`config.mk`:
```
export PLATFORM = sky130hd
export DESIGN_NAME = hufd_fifo
export DESIGN_NICKNAME = d
export VERILOG_FILES = /design/src/hdl/hufd_fifo.sv
export SDC_FILE = /design/constraint.sdc
export NUM_CORES = 1
export LEC_CHECK = 0
export BUFFER_PORTS_ARGS = -buffer_cell sky130_fd_sc_hd__buf_2
export CELL_PAD_IN_SITES_DETAIL_PLACEMENT = 1
export CELL_PAD_IN_SITES_GLOBAL_PLACEMENT = 1
export CORE_MARGIN = 10
export CORE_UTILIZATION = 45
export CTS_BUF_LIST = sky130_fd_sc_hd__clkbuf_8
export DETAILED_ROUTE_END_ITERATION = 6
export PLACE_DENSITY = 0.85
export SKIP_CTS_REPAIR_TIMING = 1
export SYNTH_ARGS = -nofsm -noshare
export SYNTH_HDL_FRONTEND = slang
export SYNTH_SLANG_ARGS = --single-unit
```
`constraint.sdc`:
```
create_clock -name clk_i -period 2.25 [get_ports clk_i]
set_input_delay 0.45 -clock clk_i [delete_from_list [all_inputs] [get_ports clk_i]]
set_output_delay 0.45 -clock clk_i [all_outputs]
set_load 0.05 [all_outputs]
```
`src/hdl/hufd_fifo.sv`:
```
module hufd_fifo #(
  parameter int W     = 8,
  parameter int DEPTH = 2
) (
  input  logic         clk_i,
  input  logic         rst_ni,
  input  logic         wr_en_i,
  input  logic [W-1:0] wr_data_i,
  output logic         full_o,
  input  logic         rd_en_i,
  output logic [W-1:0] rd_data_o,
  output logic         vld_o
);

  localparam int AW = (DEPTH > 1) ? $clog2(DEPTH) : 1;

  logic [W-1:0]  mem_q [DEPTH];
  logic [AW-1:0] wr_ptr_q, wr_ptr_d;
  logic [AW-1:0] rd_ptr_q, rd_ptr_d;
  logic [AW:0]   cnt_q, cnt_d;
  logic          do_wr, do_rd;

  assign full_o    = (cnt_q == (AW+1)'(DEPTH));
  assign vld_o     = (cnt_q != '0);
  assign rd_data_o = mem_q[rd_ptr_q];
  assign do_wr     = wr_en_i & ~full_o;
  assign do_rd     = rd_en_i & vld_o;

  // Pointer and fill count update, wrapping at the depth.
  always_comb begin
    wr_ptr_d = wr_ptr_q;
    rd_ptr_d = rd_ptr_q;
    cnt_d    = cnt_q;
    if (do_wr) begin
      wr_ptr_d = (wr_ptr_q == AW'(DEPTH-1)) ? '0 : wr_ptr_q + AW'(1);
    end
    if (do_rd) begin
      rd_ptr_d = (rd_ptr_q == AW'(DEPTH-1)) ? '0 : rd_ptr_q + AW'(1);
    end
    if (do_wr && !do_rd) begin
      cnt_d = cnt_q + (AW+1)'(1);
    end else if (do_rd && !do_wr) begin
      cnt_d = cnt_q - (AW+1)'(1);
    end
  end

  always_ff @(posedge clk_i or negedge rst_ni) begin
    if (!rst_ni) begin
      wr_ptr_q <= '0;
      rd_ptr_q <= '0;
      cnt_q    <= '0;
    end else begin
      wr_ptr_q <= wr_ptr_d;
      rd_ptr_q <= rd_ptr_d;
      cnt_q    <= cnt_d;
    end
  end

  // Storage needs no reset.
  always_ff @(posedge clk_i) begin
    if (do_wr) begin
      mem_q[wr_ptr_q] <= wr_data_i;
    end
  end

endmodule

```
==> qor.csv <==
stage,metric,value,unit
run_status,status,"finished, final reports clean",
yosys,synthesis.nets,57,
global_routing,track_usage,9.164,%
route,drt_first_pass_iters,3,
die,pin_count,22,
critical_path,rr_worst_depth,3,
power,seqPwrFrac,39.4,%
place,dp_slack,0.6169,ns
global_routing,grt.overflow.total,0,
yosys,synth_area,785.8,um2
timing,setup_viol,0,
yosys,async_flop_share,20.00,%
timing,fin_crit,1.854,ns
power,ir_drop,595.2,uV
critical_path,worst_setup_path_start_kind,register,
power,switchingPower,0.6424,mW
min_path,whs_path_depth,1,
yosys,synth_area_leaders,"edfxtp_1, dfrtp_1, mux2_1, xnor2_1, xor2_1",
power,power_frac_comb,43.0,%
clock_network,clk_latency,0.25,ns
global_routing,antenna_found_initial,0,
layout,drive_above_1_share,40.58,%
min_path,hold_end,mem_q[0][2]$_DFFE_PP_,
yosys,yosys.area.top_type_share,61.15,%
die,die-area,0.003817,mm2
yosys,avgSynthCellArea,17.86,um2
timing,grt_setup_unrepaired,false,
critical_path,crit_type,reg -> out,
clock_network,cts.htree.levels,1,
timing,fin_setup_tns,0,ns
die,fp.dieW,61.79,um
layout,n_antenna_cell,0,
power,clock_power_share,17.6,%
power,switching_share,42.58,%
critical_path,critPathMaxFanout,9,
route,avgViaCountPerCell,5.081,
power,pwr_density_cell,1552,mW/mm2
place,port-buffer-count,21,
layout,nets,83,
route,route.final.wire_length,1488,um
timing,timing.final.crit_share,82.42,%
critical_path,cp-end-kind,output port,
critical_path,rrSetupSlack,0.63,ns
clock_network,cts-buffers-inserted,3,
power,leakagePower,0.4063,nW
layout,area_delta_synth_final,23.73,%
timing,fin_skew,0.002302,ns
critical_path,reg2reg_from,cnt_q[0]$_DFFE_PN0P_,
timing,worstMarginPinSlew,0.6854,ns
clock_network,path_clk_slew,0.07,ns
layout,post-route-util,57.56,%
critical_path,crit_required,1.80,ns
yosys,synthFlopType,edfxtp_1,
route,avgRoutedWirePerCell,17.30,um
route,drt_iter0_drc,4,
timing,maxSlewHeadroom,54.14,%
die,initial_core_util,46.52,%
job,cap_viol_max_count,0,
clock_network,cts_tree,yes,
die,rows,15,
route,drc,0,
place,hpwl,1170,um
timing,finalHoldViolCount,0,
yosys,ys_seq_area_share,73.89,%
yosys,synth_area_leader_cell,edfxtp_1,
die,die_height,61.79,um
global_routing,grt_max_degree,12,
timing,setup_slack,0.3955,ns
global_routing,first_global_vias,483,
min_path,hp-start,wr_data_i[2],
global_routing,grt_pass1_wl,2421,um
power,p_total,1.508,mW
yosys,synth-edff-count,16,
timing,max_freq,539.2,MHz
place,gp_congestion,0.7007,
route,drtAntennaViolNets,0,
yosys,netlist_instances,44,
clock_network,cts_root_buf,clkbuf_8,
route,via_count,437,
critical_path,arrival,1.40,ns
yosys,synth-seq-cells,20,
die,core,0.001689,mm2
min_path,min_path_type,in -> reg,
clock_network,cts_sinks,20,
timing,maxSlewViolCount,0,
clock_network,clk_path_buf_depth,2,
yosys,ys_warn_count,0,
yosys,netlist-cell-type-count,14,
critical_path,worst_r2r_endpoint,mem_q[0][6]$_DFFE_PP_,
power,p_int,0.8661,mW
-- area by class of cell --
cell class	instances	area [um2]
multi-input combinational	21	192.7
timing repair buffer	22	115.1
sequential	20	580.6
fill	177	716.9
clock buffer	4	55.05
tap	17	21.27
inverter	2	7.507
-- state kept, by name, indices dropped and copies added, names as in the netlist --
signal	count
mem_q	16
cnt_q	2
rd_ptr_q	1
wr_ptr_q	1
-- synth_stat cells (2+ instances only) --
library cell,number
mux2_1,8
inv_1,2
nor2_1,2
edfxtp_1,16
xnor2_1,3
dfrtp_1,4
xor2_1,2
-- worst max path at each step --
| stage | depth (start not counted) | to | from | slack, ns |
|---|---|---|---|---|
| finish | 2 | rd_data_o[4] | rd_ptr_q$_DFFE_PN0P_ | 0.40 |
| global route | 2 | rd_data_o[6] | rd_ptr_q$_DFFE_PN0P_ | 0.32 |
| CTS | 2 | rd_data_o[4] | rd_ptr_q$_DFFE_PN0P_ | 0.36 |
| detailed placement | 3 | mem_q[0][6]$_DFFE_PP_ | cnt_q[0]$_DFFE_PN0P_ | 0.62 |
| global placement | 2 | rd_data_o[3] | rd_ptr_q$_DFFE_PN0P_ | 0.67 |
| floorplan | 2 | rd_data_o[0] | rd_ptr_q$_DFFE_PN0P_ | 0.77 |
-- through the flow --
stage | hold slack, ns | instance area, um2 | cells
3_5_place_dp | 0.2627 | 907.1 | 81
5_1_grt | 0.3761 | 972.2 | 86
6_report | 0.3815 | 972.2 | 86
3_3_place_gp | 0.2613 | 907.1 | 81
2_1_floorplan | 0.1544 | 785.8 | 44
4_1_cts | -0.01592 | 962.2 | 85
-- cell usage in the layout (no fill, tap or decap) --
cell type / n
or2_4: 1
inv_1: 2
nand2b_1: 1
clkbuf_8: 4
dfrtp_1: 4
xnor2_1: 3
dlygate4sd3_1: 1
nand2_4: 1
mux2_1: 8
edfxtp_1: 16
xor2_1: 2
nand2_2: 1
and3_1: 1
buf_2: 21
nor2_1: 2
ha_1: 1
-- kinds of logic after synthesis --
group	synth area share, %
buffers and inverters	1.592
XOR/XNOR	5.574
flip-flops	73.89
multiplexers	11.47
AND/OR/NAND/NOR	5.894
adder cells (fa/ha/maj)	1.592
-- worst max-delay path: stages, from the launching register on --
cell     delay (ns)
dfrtp_1        0.58
mux2_1         0.36
buf_2          0.21
-- power by group through the flow --
stage | combinational, mW | clock, mW | sequential (mW)
CTS | 0.660 | 0.272 | 0.598
finish | 0.649 | 0.266 | 0.594
detailed placement | 0.654 | 0 | 0.604
global placement | 0.637 | 0 | 0.594
floorplan | 0.553 | 0 | 0.557
global route | 0.690 | 0.290 | 0.610
-- metal layers --
layer | up-vias | track usage [%] | routed length, um
li1 | 204 | - | -
met2 | 12 | 16.98 | 882
met5 | - | 0 | 0
met3 | 5 | 1.626 | 49
met4 | 0 | 7.643 | 51
met1 | 216 | 8.475 | 505
(Power assumes the default switching activity.)
