### src/hdl/hufd_pkg.sv
package hufd_pkg;

  // Field widths of the request and result items.
  localparam int IDXW      = 9;
  localparam int SYMW      = 8;
  localparam int CNTW      = 31;
  localparam int BYTE_BITS = 8;
  localparam int BITSELW   = 3;
  localparam int NBITW     = 4;

  // Default node table size.
  localparam int MAX_NODES_DEF = 512;

  // Queue depths (powers of two).
  localparam int CMDQ_DEPTH = 2;
  localparam int RESQ_DEPTH = 4;

  // Request opcodes.
  localparam logic OP_DECODE = 1'b0;
  localparam logic OP_LOAD   = 1'b1;

  // Configuration port.
  localparam int CFG_IDXW = 1;
  localparam int CFG_DW   = 31;
  localparam logic [CFG_IDXW-1:0] REG_ROOT  = 1'd0;
  localparam logic [CFG_IDXW-1:0] REG_TOTAL = 1'd1;

  // One node table entry.
  typedef struct packed {
    logic            leaf;
    logic [SYMW-1:0] sym;
    logic [IDXW-1:0] kid0;
    logic [IDXW-1:0] kid1;
  } node_t;

  // Classification of an accepted request.
  typedef enum logic [1:0] {
    K_DECODE = 2'd0,
    K_LOAD   = 2'd1,
    K_SKIP   = 2'd2
  } kind_e;

  // Classified request handed from the front to the back.
  typedef struct packed {
    kind_e           kind;
    logic [SYMW-1:0] data_byte;
    logic [IDXW-1:0] idx;
    node_t           node;
  } cmd_t;

  // One result item.
  typedef struct packed {
    logic [SYMW-1:0] sym;
    logic            last;
    logic            done;
  } res_t;

endpackage

### src/hdl/hufd_fifo.sv
module hufd_fifo #(
  parameter int W     = 8,
  parameter int DEPTH = 2
) (
  input  logic         clk_i,
  input  logic         rst_ni,
  input  logic         wr_en_i,
  input  logic [W-1:0] wr_data_i,
  output logic         full_o,
  input  logic         rd_en_i,
  output logic [W-1:0] rd_data_o,
  output logic         vld_o
);

  localparam int AW = (DEPTH > 1) ? $clog2(DEPTH) : 1;

  logic [W-1:0]  mem_q [DEPTH];
  logic [AW-1:0] wr_ptr_q, wr_ptr_d;
  logic [AW-1:0] rd_ptr_q, rd_ptr_d;
  logic [AW:0]   cnt_q, cnt_d;
  logic          do_wr, do_rd;

  assign full_o    = (cnt_q == (AW+1)'(DEPTH));
  assign vld_o     = (cnt_q != '0);
  assign rd_data_o = mem_q[rd_ptr_q];
  assign do_wr     = wr_en_i & ~full_o;
  assign do_rd     = rd_en_i & vld_o;

  // Pointer and fill count update, wrapping at the depth.
  always_comb begin
    wr_ptr_d = wr_ptr_q;
    rd_ptr_d = rd_ptr_q;
    cnt_d    = cnt_q;
    if (do_wr) begin
      wr_ptr_d = (wr_ptr_q == AW'(DEPTH-1)) ? '0 : wr_ptr_q + AW'(1);
    end
    if (do_rd) begin
      rd_ptr_d = (rd_ptr_q == AW'(DEPTH-1)) ? '0 : rd_ptr_q + AW'(1);
    end
    if (do_wr && !do_rd) begin
      cnt_d = cnt_q + (AW+1)'(1);
    end else if (do_rd && !do_wr) begin
      cnt_d = cnt_q - (AW+1)'(1);
    end
  end

  always_ff @(posedge clk_i or negedge rst_ni) begin
    if (!rst_ni) begin
      wr_ptr_q <= '0;
      rd_ptr_q <= '0;
      cnt_q    <= '0;
    end else begin
      wr_ptr_q <= wr_ptr_d;
      rd_ptr_q <= rd_ptr_d;
      cnt_q    <= cnt_d;
    end
  end

  // Storage needs no reset.
  always_ff @(posedge clk_i) begin
    if (do_wr) begin
      mem_q[wr_ptr_q] <= wr_data_i;
    end
  end

endmodule

### src/hdl/hufd_front.sv
module hufd_front #(
  parameter int MAX_NODES = hufd_pkg::MAX_NODES_DEF
) (
  input  logic                       clk_i,
  input  logic                       rst_ni,
  input  logic                       push_i,
  output logic                       full_o,
  input  logic                       op_i,
  input  logic [hufd_pkg::SYMW-1:0]  packed_byte_i,
  input  logic [hufd_pkg::IDXW-1:0]  node_index_i,
  input  logic                       node_is_leaf_i,
  input  logic [hufd_pkg::SYMW-1:0]  node_symbol_i,
  input  logic [hufd_pkg::IDXW-1:0]  left_index_i,
  input  logic [hufd_pkg::IDXW-1:0]  right_index_i,
  output logic                       cmd_vld_o,
  output hufd_pkg::cmd_t             cmd_o,
  input  logic                       cmd_pop_i
);

  localparam logic [hufd_pkg::IDXW:0] NODE_LIM = (hufd_pkg::IDXW+1)'(MAX_NODES);

  hufd_pkg::cmd_t cmd_in;
  logic           in_range;

  // Classify the request: decode, table load, or a load beyond the table.
  assign in_range = ({1'b0, node_index_i} < NODE_LIM);

  always_comb begin
    cmd_in.data_byte = packed_byte_i;
    cmd_in.idx       = node_index_i;
    cmd_in.node.leaf = node_is_leaf_i;
    cmd_in.node.sym  = node_symbol_i;
    cmd_in.node.kid0 = left_index_i;
    cmd_in.node.kid1 = right_index_i;
    if (op_i == hufd_pkg::OP_DECODE) begin
      cmd_in.kind = hufd_pkg::K_DECODE;
    end else if (in_range) begin
      cmd_in.kind = hufd_pkg::K_LOAD;
    end else begin
      cmd_in.kind = hufd_pkg::K_SKIP;
    end
  end

  // Short queue towards the tree walker.
  hufd_fifo #(
    .W     ($bits(hufd_pkg::cmd_t)),
    .DEPTH (hufd_pkg::CMDQ_DEPTH)
  ) u_cmdq (
    .clk_i     (clk_i),
    .rst_ni    (rst_ni),
    .wr_en_i   (push_i),
    .wr_data_i (cmd_in),
    .full_o    (full_o),
    .rd_en_i   (cmd_pop_i),
    .rd_data_o (cmd_o),
    .vld_o     (cmd_vld_o)
  );

endmodule

### config.mk
export PLATFORM = sky130hd
export DESIGN_NAME = hufd_front
export DESIGN_NICKNAME = d
export VERILOG_FILES = /design/src/hdl/hufd_pkg.sv /design/src/hdl/hufd_fifo.sv /design/src/hdl/hufd_front.sv
export SDC_FILE = /design/constraint.sdc
export NUM_CORES = 1
export LEC_CHECK = 0
export BUFFER_PORTS_ARGS = -buffer_cell sky130_fd_sc_hd__buf_2
export CORE_MARGIN = 3
export CORE_UTILIZATION = 54
export CTS_BUF_LIST = sky130_fd_sc_hd__clkbuf_8
export CTS_CLUSTER_SIZE = 12
export DETAILED_ROUTE_END_ITERATION = 8
export GPL_ROUTABILITY_DRIVEN = 0
export PLACE_DENSITY = 0.89
export SLEW_MARGIN = 20
export SYNTH_ARGS = -nofsm -noshare
export SYNTH_HDL_FRONTEND = slang
export SYNTH_HIERARCHICAL = 1
export SYNTH_SLANG_ARGS = --single-unit
### constraint.sdc
create_clock -name clk_i -period 4.3 [get_ports clk_i]
set_clock_uncertainty 0.15 [all_clocks]
set_input_delay 0.86 -clock clk_i [delete_from_list [all_inputs] [get_ports clk_i]]
set_output_delay 0.86 -clock clk_i [all_outputs]
set_load 0.1 [all_outputs]
==> flow_summary.yaml, run 1 <==
clocking:
  insertion_delay_ns: 0.34
  cts_sinks: 96
  cts_hold_buf: 0
  clockBufferDepth: 2
  clk_pin_slew_worst_paths_ns: 0.09
  cts_max_level: 3
  root_buffer: "clkbuf_8"
  cts_resized: 0
  cts_tree: "done"
  post-cts-setup-buffer-count: 0
  cts_buffers: 9
global_route:
  grt_pass1_wl_microns: 8850
  grt_pass1_vias: 1813
  grt_usage_pct: 15.8
  grt_max_degree: 47
  antenna_found_initial: 0
  grt_overflow: 0
drt:
  vias_per_cell: 5.06
  drt_pass1_iterations: 4
  wl_per_cell_microns: 16.8
  ant_nets: 0
  drc: 0
  route.vias.total: 1767
  wl_microns: 5880
  drt_iter0_drc: 85
timing:
  min_period_over_period_pct: 72.6
  drv_slew: 0
  fin_tns_setup_ns: 0
  fin_crit_ns: 3.12
  setup_viol: 0
  worstMarginPinSlew_ns: 0.675
  fin_ws_ns: 1.18
  rsz0062_at_grt: "false"
  hold_slack_ns: 0.161
  max_freq_mhz: 320
  hold_viol: 0
  maxSlewHeadroom_pct: 55.0
critical_path:
  critPathCaptureType: "primary output"
  cp-start-kind: "register"
  cp.required_ns: 3.29
  crit_type: "reg -> out"
  cp.arrival_ns: 2.11
  cp_max_fo: 25
place:
  io_buffers: 96
  dp_hpwl_microns: 4110
  place_area_sq_mm: 0.00422
  dpl_worst_slack_ns: 1.52
floorplanning:
  design.core.area_sq_mm: 0.00646
  die_x_microns: 88.2
  initial_utilization_pct: 56.5
  ios: 97
  die_area_sq_mm: 0.00778
  die_h_microns: 88.2
  core.rowCount: 29
synth:
  ys_ff_latch: 96
  synth.avg_cell_area_sq_um: 22.4
  ys_warn_count: 6
  seq_area_frac_synth_pct: 78.5
  synth_cell_types: 17
  syn_inst: 163
  syn_area_sq_mm: 0.00365
hold_path:
  hold_path.class: "in -> async"
cells_and_area:
  syn_to_final_growth_pct: 21.6
  final_common_cell: "buf_2"
  fin_nets: 318
  fin_area_sq_mm: 0.00444
  layout.cells.most_common_list: "buf_2, edfxtp_1, mux2_4"
  layout-drive-gt1-share_pct: 60.3
  n_antenna_cell: 0
run:
  drv_cap: 0
run_status:
  status: "complete, no violations"
## metal layers
| layer | GRT usage, % | up-vias | routed length [microns] |
|---|---|---|---|
| li1 | - | 836 | - |
| met1 | 18.4 | 868 | 2240 |
| met2 | 27.4 | 53 | 3240 |
| met3 | 3.76 | 10 | 290 |
| met4 | 7.42 | 0 | 107 |
| met5 | 0 | - | 0 |
## final timing paths
kind,from,endpoint,slack [ns],cells past startpoint
setup reg to reg,u_cmdq/cnt_q[0],u_cmdq/mem_q[0][15],2.06,4
hold / removal,rst_ni,u_cmdq/wr_ptr_q,0.16,1
setup / recovery,u_cmdq/rd_ptr_q,cmd_o[28],1.18,3
min in group clk_i,u_cmdq/cnt_q[1],u_cmdq/cnt_q[1],0.35,1
hold reg to reg,u_cmdq/cnt_q[1],u_cmdq/cnt_q[1],0.35,1
max in group asynchronous,rst_ni,u_cmdq/rd_ptr_q,3.70,1
## cells by family after synthesis
group,count (synthesis),synth area share (%)
buffers and inverters,7,1.58
XOR/XNOR,5,1.20
other,1,0.103
multiplexers,46,17.3
adder cells (fa/ha/maj),1,0.343
AND/OR/NAND/NOR,7,0.995
flip-flops,96,78.5
## metrics by stage
step | instances | util (%)
6_report | 349 | 68.7
5_1_grt | 349 | 68.7
4_1_cts | 349 | 68.6
3_5_place_dp | 334 | 65.3
3_3_place_gp | 334 | 65.3
2_1_floorplan | 164 | -
## state kept, by name (all words and copies together) (netlist names)
register / count
u_cmdq/cnt_q: 2
u_cmdq/rd_ptr_q: 1
u_cmdq/wr_ptr_q: 1
u_cmdq/mem_q: 92
## synthesized netlist by cell type
cell | instances | area share (%)
edfxtp_1 | 92 | 76
nand2_2 | 1 | 0.17
xor2_1 | 2 | 0.48
inv_1 | 2 | 0.21
mux2_2 | 16 | 4.9
nor2_1 | 2 | 0.21
conb_1 | 1 | 0.10
and3_1 | 1 | 0.17
mux2_4 | 30 | 12
nand2b_1 | 1 | 0.17
ha_1 | 1 | 0.34
buf_6 | 4 | 1.2
xnor2_1 | 3 | 0.72
nand2_1 | 1 | 0.10
dfrtp_1 | 4 | 2.7
or2_2 | 1 | 0.17
buf_2 | 1 | 0.14
## layout make-up
type / count / area, sq um
sequential: 96 / 2860
fill: 431 / 2020
multi-input combinational: 61 / 743
timing repair buffer: 98 / 508
clock buffer: 9 / 124
tap: 77 / 96.3
clock inverter: 6 / 92.6
inverter: 2 / 7.51
## critical path, stage by stage (launching register included)
cell and delay (ns):
dfrtp_2 0.81, buf_12 0.28, mux2_2 0.37, buf_2 0.29
Power of run 1 is left out: the tool's default activity adds up to more than one toggle a clock period on the data nets, which glitch-free logic cannot reach.
==> run 2: changes to the inputs <==
--- a/config.mk
+++ b/config.mk
@@ -5,6 +5,7 @@
 export SDC_FILE = /design/constraint.sdc
 export NUM_CORES = 1
 export LEC_CHECK = 0
+export ABC_AREA = 1
 export BUFFER_PORTS_ARGS = -buffer_cell sky130_fd_sc_hd__buf_2
 export CORE_MARGIN = 3
 export CORE_UTILIZATION = 54
==> constraint.sdc (replaced) <==
create_clock -name clk_i -period 3.03 [get_ports clk_i]
set_clock_uncertainty 0.15 [all_clocks]
set_input_delay 0.606 -clock clk_i [delete_from_list [all_inputs] [get_ports clk_i]]
set_output_delay 0.606 -clock clk_i [all_outputs]
set_load 0.1 [all_outputs]
==> run 2 against run 1 <==
Sequential cell count stayed put; synthesized cell count is 67% higher; via count is 28% higher; worst setup slack worse by 0.72 ns; count of clock-buffer cells in the layout stayed put; die area is 1.2% lower; worst hold slack better by 0.14 ns; area after synthesis is 1.2% lower; first-iteration DRC count is 56% higher; register-to-register slack worse by 0.96 ns; non-clock buffer count is 3 higher; wire length is 15% higher; largest cell class unchanged.
==> flow_summary.yaml, run 2 <==
clocking:
  cts_tree: "done"
  cts_max_level: 3
  root_buffer: "clkbuf_8"
  clockBufferDepth: 2
  cts_sinks: 96
  clk_pin_slew_worst_paths_ns: 0.08
  post-cts-setup-buffer-count: 0
  cts_buffers: 9
  insertion_delay_ns: 0.34
timing:
  worstMarginPinSlew_ns: 0.769
  fin_crit_ns: 2.57
  rsz0062_at_grt: "false"
  min_period_over_period_pct: 84.8
  fin_tns_setup_ns: 0
  drv_slew: 0
  setup_viol: 0
  maxSlewHeadroom_pct: 48.6
  max_freq_mhz: 389
  hold_viol: 0
critical_path:
  crit_type: "reg -> out"
  critPathCaptureType: "primary output"
  critPathTopFamily: "buffers and inverters"
  crit_chain: "inv_2 > nand2_1 > nand2_1 > buf_12"
  slowest_stage: "inv_2"
  crit_path_frequent_cell: "nand2_1"
  cp-start-kind: "register"
  cp.arrival_ns: 1.81
  cp_max_fo: 47
  cp.required_ns: 2.27
  crit_buf_inv: 2
  cpPeakStageDelay_ns: 0.56
  r2r_slack_ns: 1.10
drt:
  wl_per_cell_microns: 14.8
  drt_iter0_drc: 133
  wl_microns: 6790
  drc: 0
  vias_per_cell: 4.92
  route.vias.total: 2254
  drt_pass1_iterations: 4
  ant_nets: 0
global_route:
  antenna_found_initial: 0
  grt_pass1_wl_microns: 10800
  grt_overflow: 0
  grt_max_degree: 48
  grt_usage_pct: 19.2
  grt_pass1_vias: 2317
cells_and_area:
  seq_area_sq_mm: 0.00286
  syn_to_final_growth_pct: 41.6
  layout-drive-gt1-share_pct: 31.5
  multi_input_area_sq_um: 631
  fin_nets: 426
  reg.largest.list: "u_cmdq/mem_q (92), u_cmdq/cnt_q (2)"
  largest_reg_flops: 92
  layout.cells.most_common_list: "nand2_1, edfxtp_1, buf_2"
  n_antenna_cell: 0
  fin_area_sq_mm: 0.00510
  top_register: "u_cmdq/mem_q"
  fillers: 355
  final_common_cell: "nand2_1"
floorplanning:
  design.core.area_sq_mm: 0.00642
  die_area_sq_mm: 0.00769
  initial_utilization_pct: 56.1
  ios: 97
  die_x_microns: 87.7
  core.rowCount: 29
  die_h_microns: 87.7
synth:
  syn_inst: 273
  synth.avg_cell_area_sq_um: 13.2
  yosys_most_used_dff: "edfxtp_1"
  ys_ff_latch: 96
  ys_warn_count: 6
  ys_top_cells_by_count: "nand2_1, edfxtp_1, inv_1"
  synth_cell_types: 15
  synthDominantCellAreaShare_pct: 76.7
  yosysMostFrequentCell: "nand2_1"
  ys_async_sr_fraction_pct: 4.17
  synthTopCellsByArea: "edfxtp_1, nand2_1, dfrtp_1"
  syn_area_sq_mm: 0.00360
  synth_edf_count: 92
  seq_area_frac_synth_pct: 79.5
  synth_top_area_cell: "edfxtp_1"
place:
  place_area_sq_mm: 0.00483
  io_buffers: 96
  dp_hpwl_microns: 4610
hold_path:
  hold_path.class: "in -> reg"
run:
  drv_cap: 0
run_status:
  status: "complete, no violations"
run 2: cell count changes after synthesis, moves of 2 or more:
cell	before	now
nand2_1	1	149
nand3_1	0	2
mux2_2	16	0
mux2_4	30	0
xor2_1	2	0
buf_6	4	6
buf_4	0	2
xnor2_1	3	1
inv_1	2	7
run 2: timing repair:
action,4_1_cts,5_1_grt
hold buffers,1,0
endpoints found under the hold margin,4,0
gates resized for setup,0,0
run 2: area by class of cell:
class	instances	area share [%]
flip-flops and latches	96	56.1
repair buffers	101	24.0
clock inverters	7	2.62
multi-input cells	160	12.4
well taps	77	1.89
clock buffers	9	2.43
inverters	8	0.589
run 2: path summary, 6_finish.rpt:
kind | from | end | cells after the start
min in group asynchronous | rst_ni | u_cmdq/cnt_q[1] | 2
max in group asynchronous | rst_ni | u_cmdq/rd_ptr_q | 2
max reg2reg | u_cmdq/cnt_q[1] | u_cmdq/mem_q[1][17] | 4
min reg2reg | u_cmdq/cnt_q[1] | u_cmdq/cnt_q[1] | 2
max | u_cmdq/rd_ptr_q | cmd_o[1] | 4
min | right_index_i[3] | u_cmdq/mem_q[0][3] | 1
run 2: logic make-up after synthesis:
family	share of synthesized area, %
and+or+nand+nor	16.3
DFF	79.5
buffers and inverters	3.40
AOI/OAI and AO/OA	0.139
xor gates and xnor gates	0.243
adders and majority gates	0.347
other	0.104
run 2: per-layer routing:
| metal | GRT usage [%] | routed length [microns] | up-vias | share of wire, % |
|---|---|---|---|---|
| met2 | 33.4 | 3730 | 82 | 55 |
| li1 | - | - | 1112 | - |
| met5 | 0 | 0 | - | 0 |
| met4 | 10.3 | 180 | 0 | 2.7 |
| met1 | 21.3 | 2470 | 1044 | 36 |
| met3 | 5.46 | 401 | 16 | 5.9 |
run 2: through the flow:
stage | instances | setup slack, ns | utilization (%) | hold slack (ns)
floorplan | 274 | 0.415 | - | 0.160
global placement | 441 | 0.865 | 75.3 | 0.263
detailed placement | 441 | 0.803 | 75.3 | 0.267
CTS | 458 | 0.426 | 79.4 | 0.284
global route | 458 | 0.327 | 79.4 | 0.276
finish | 458 | 0.462 | 79.4 | 0.302
Power of run 2 is left out for the same reason.
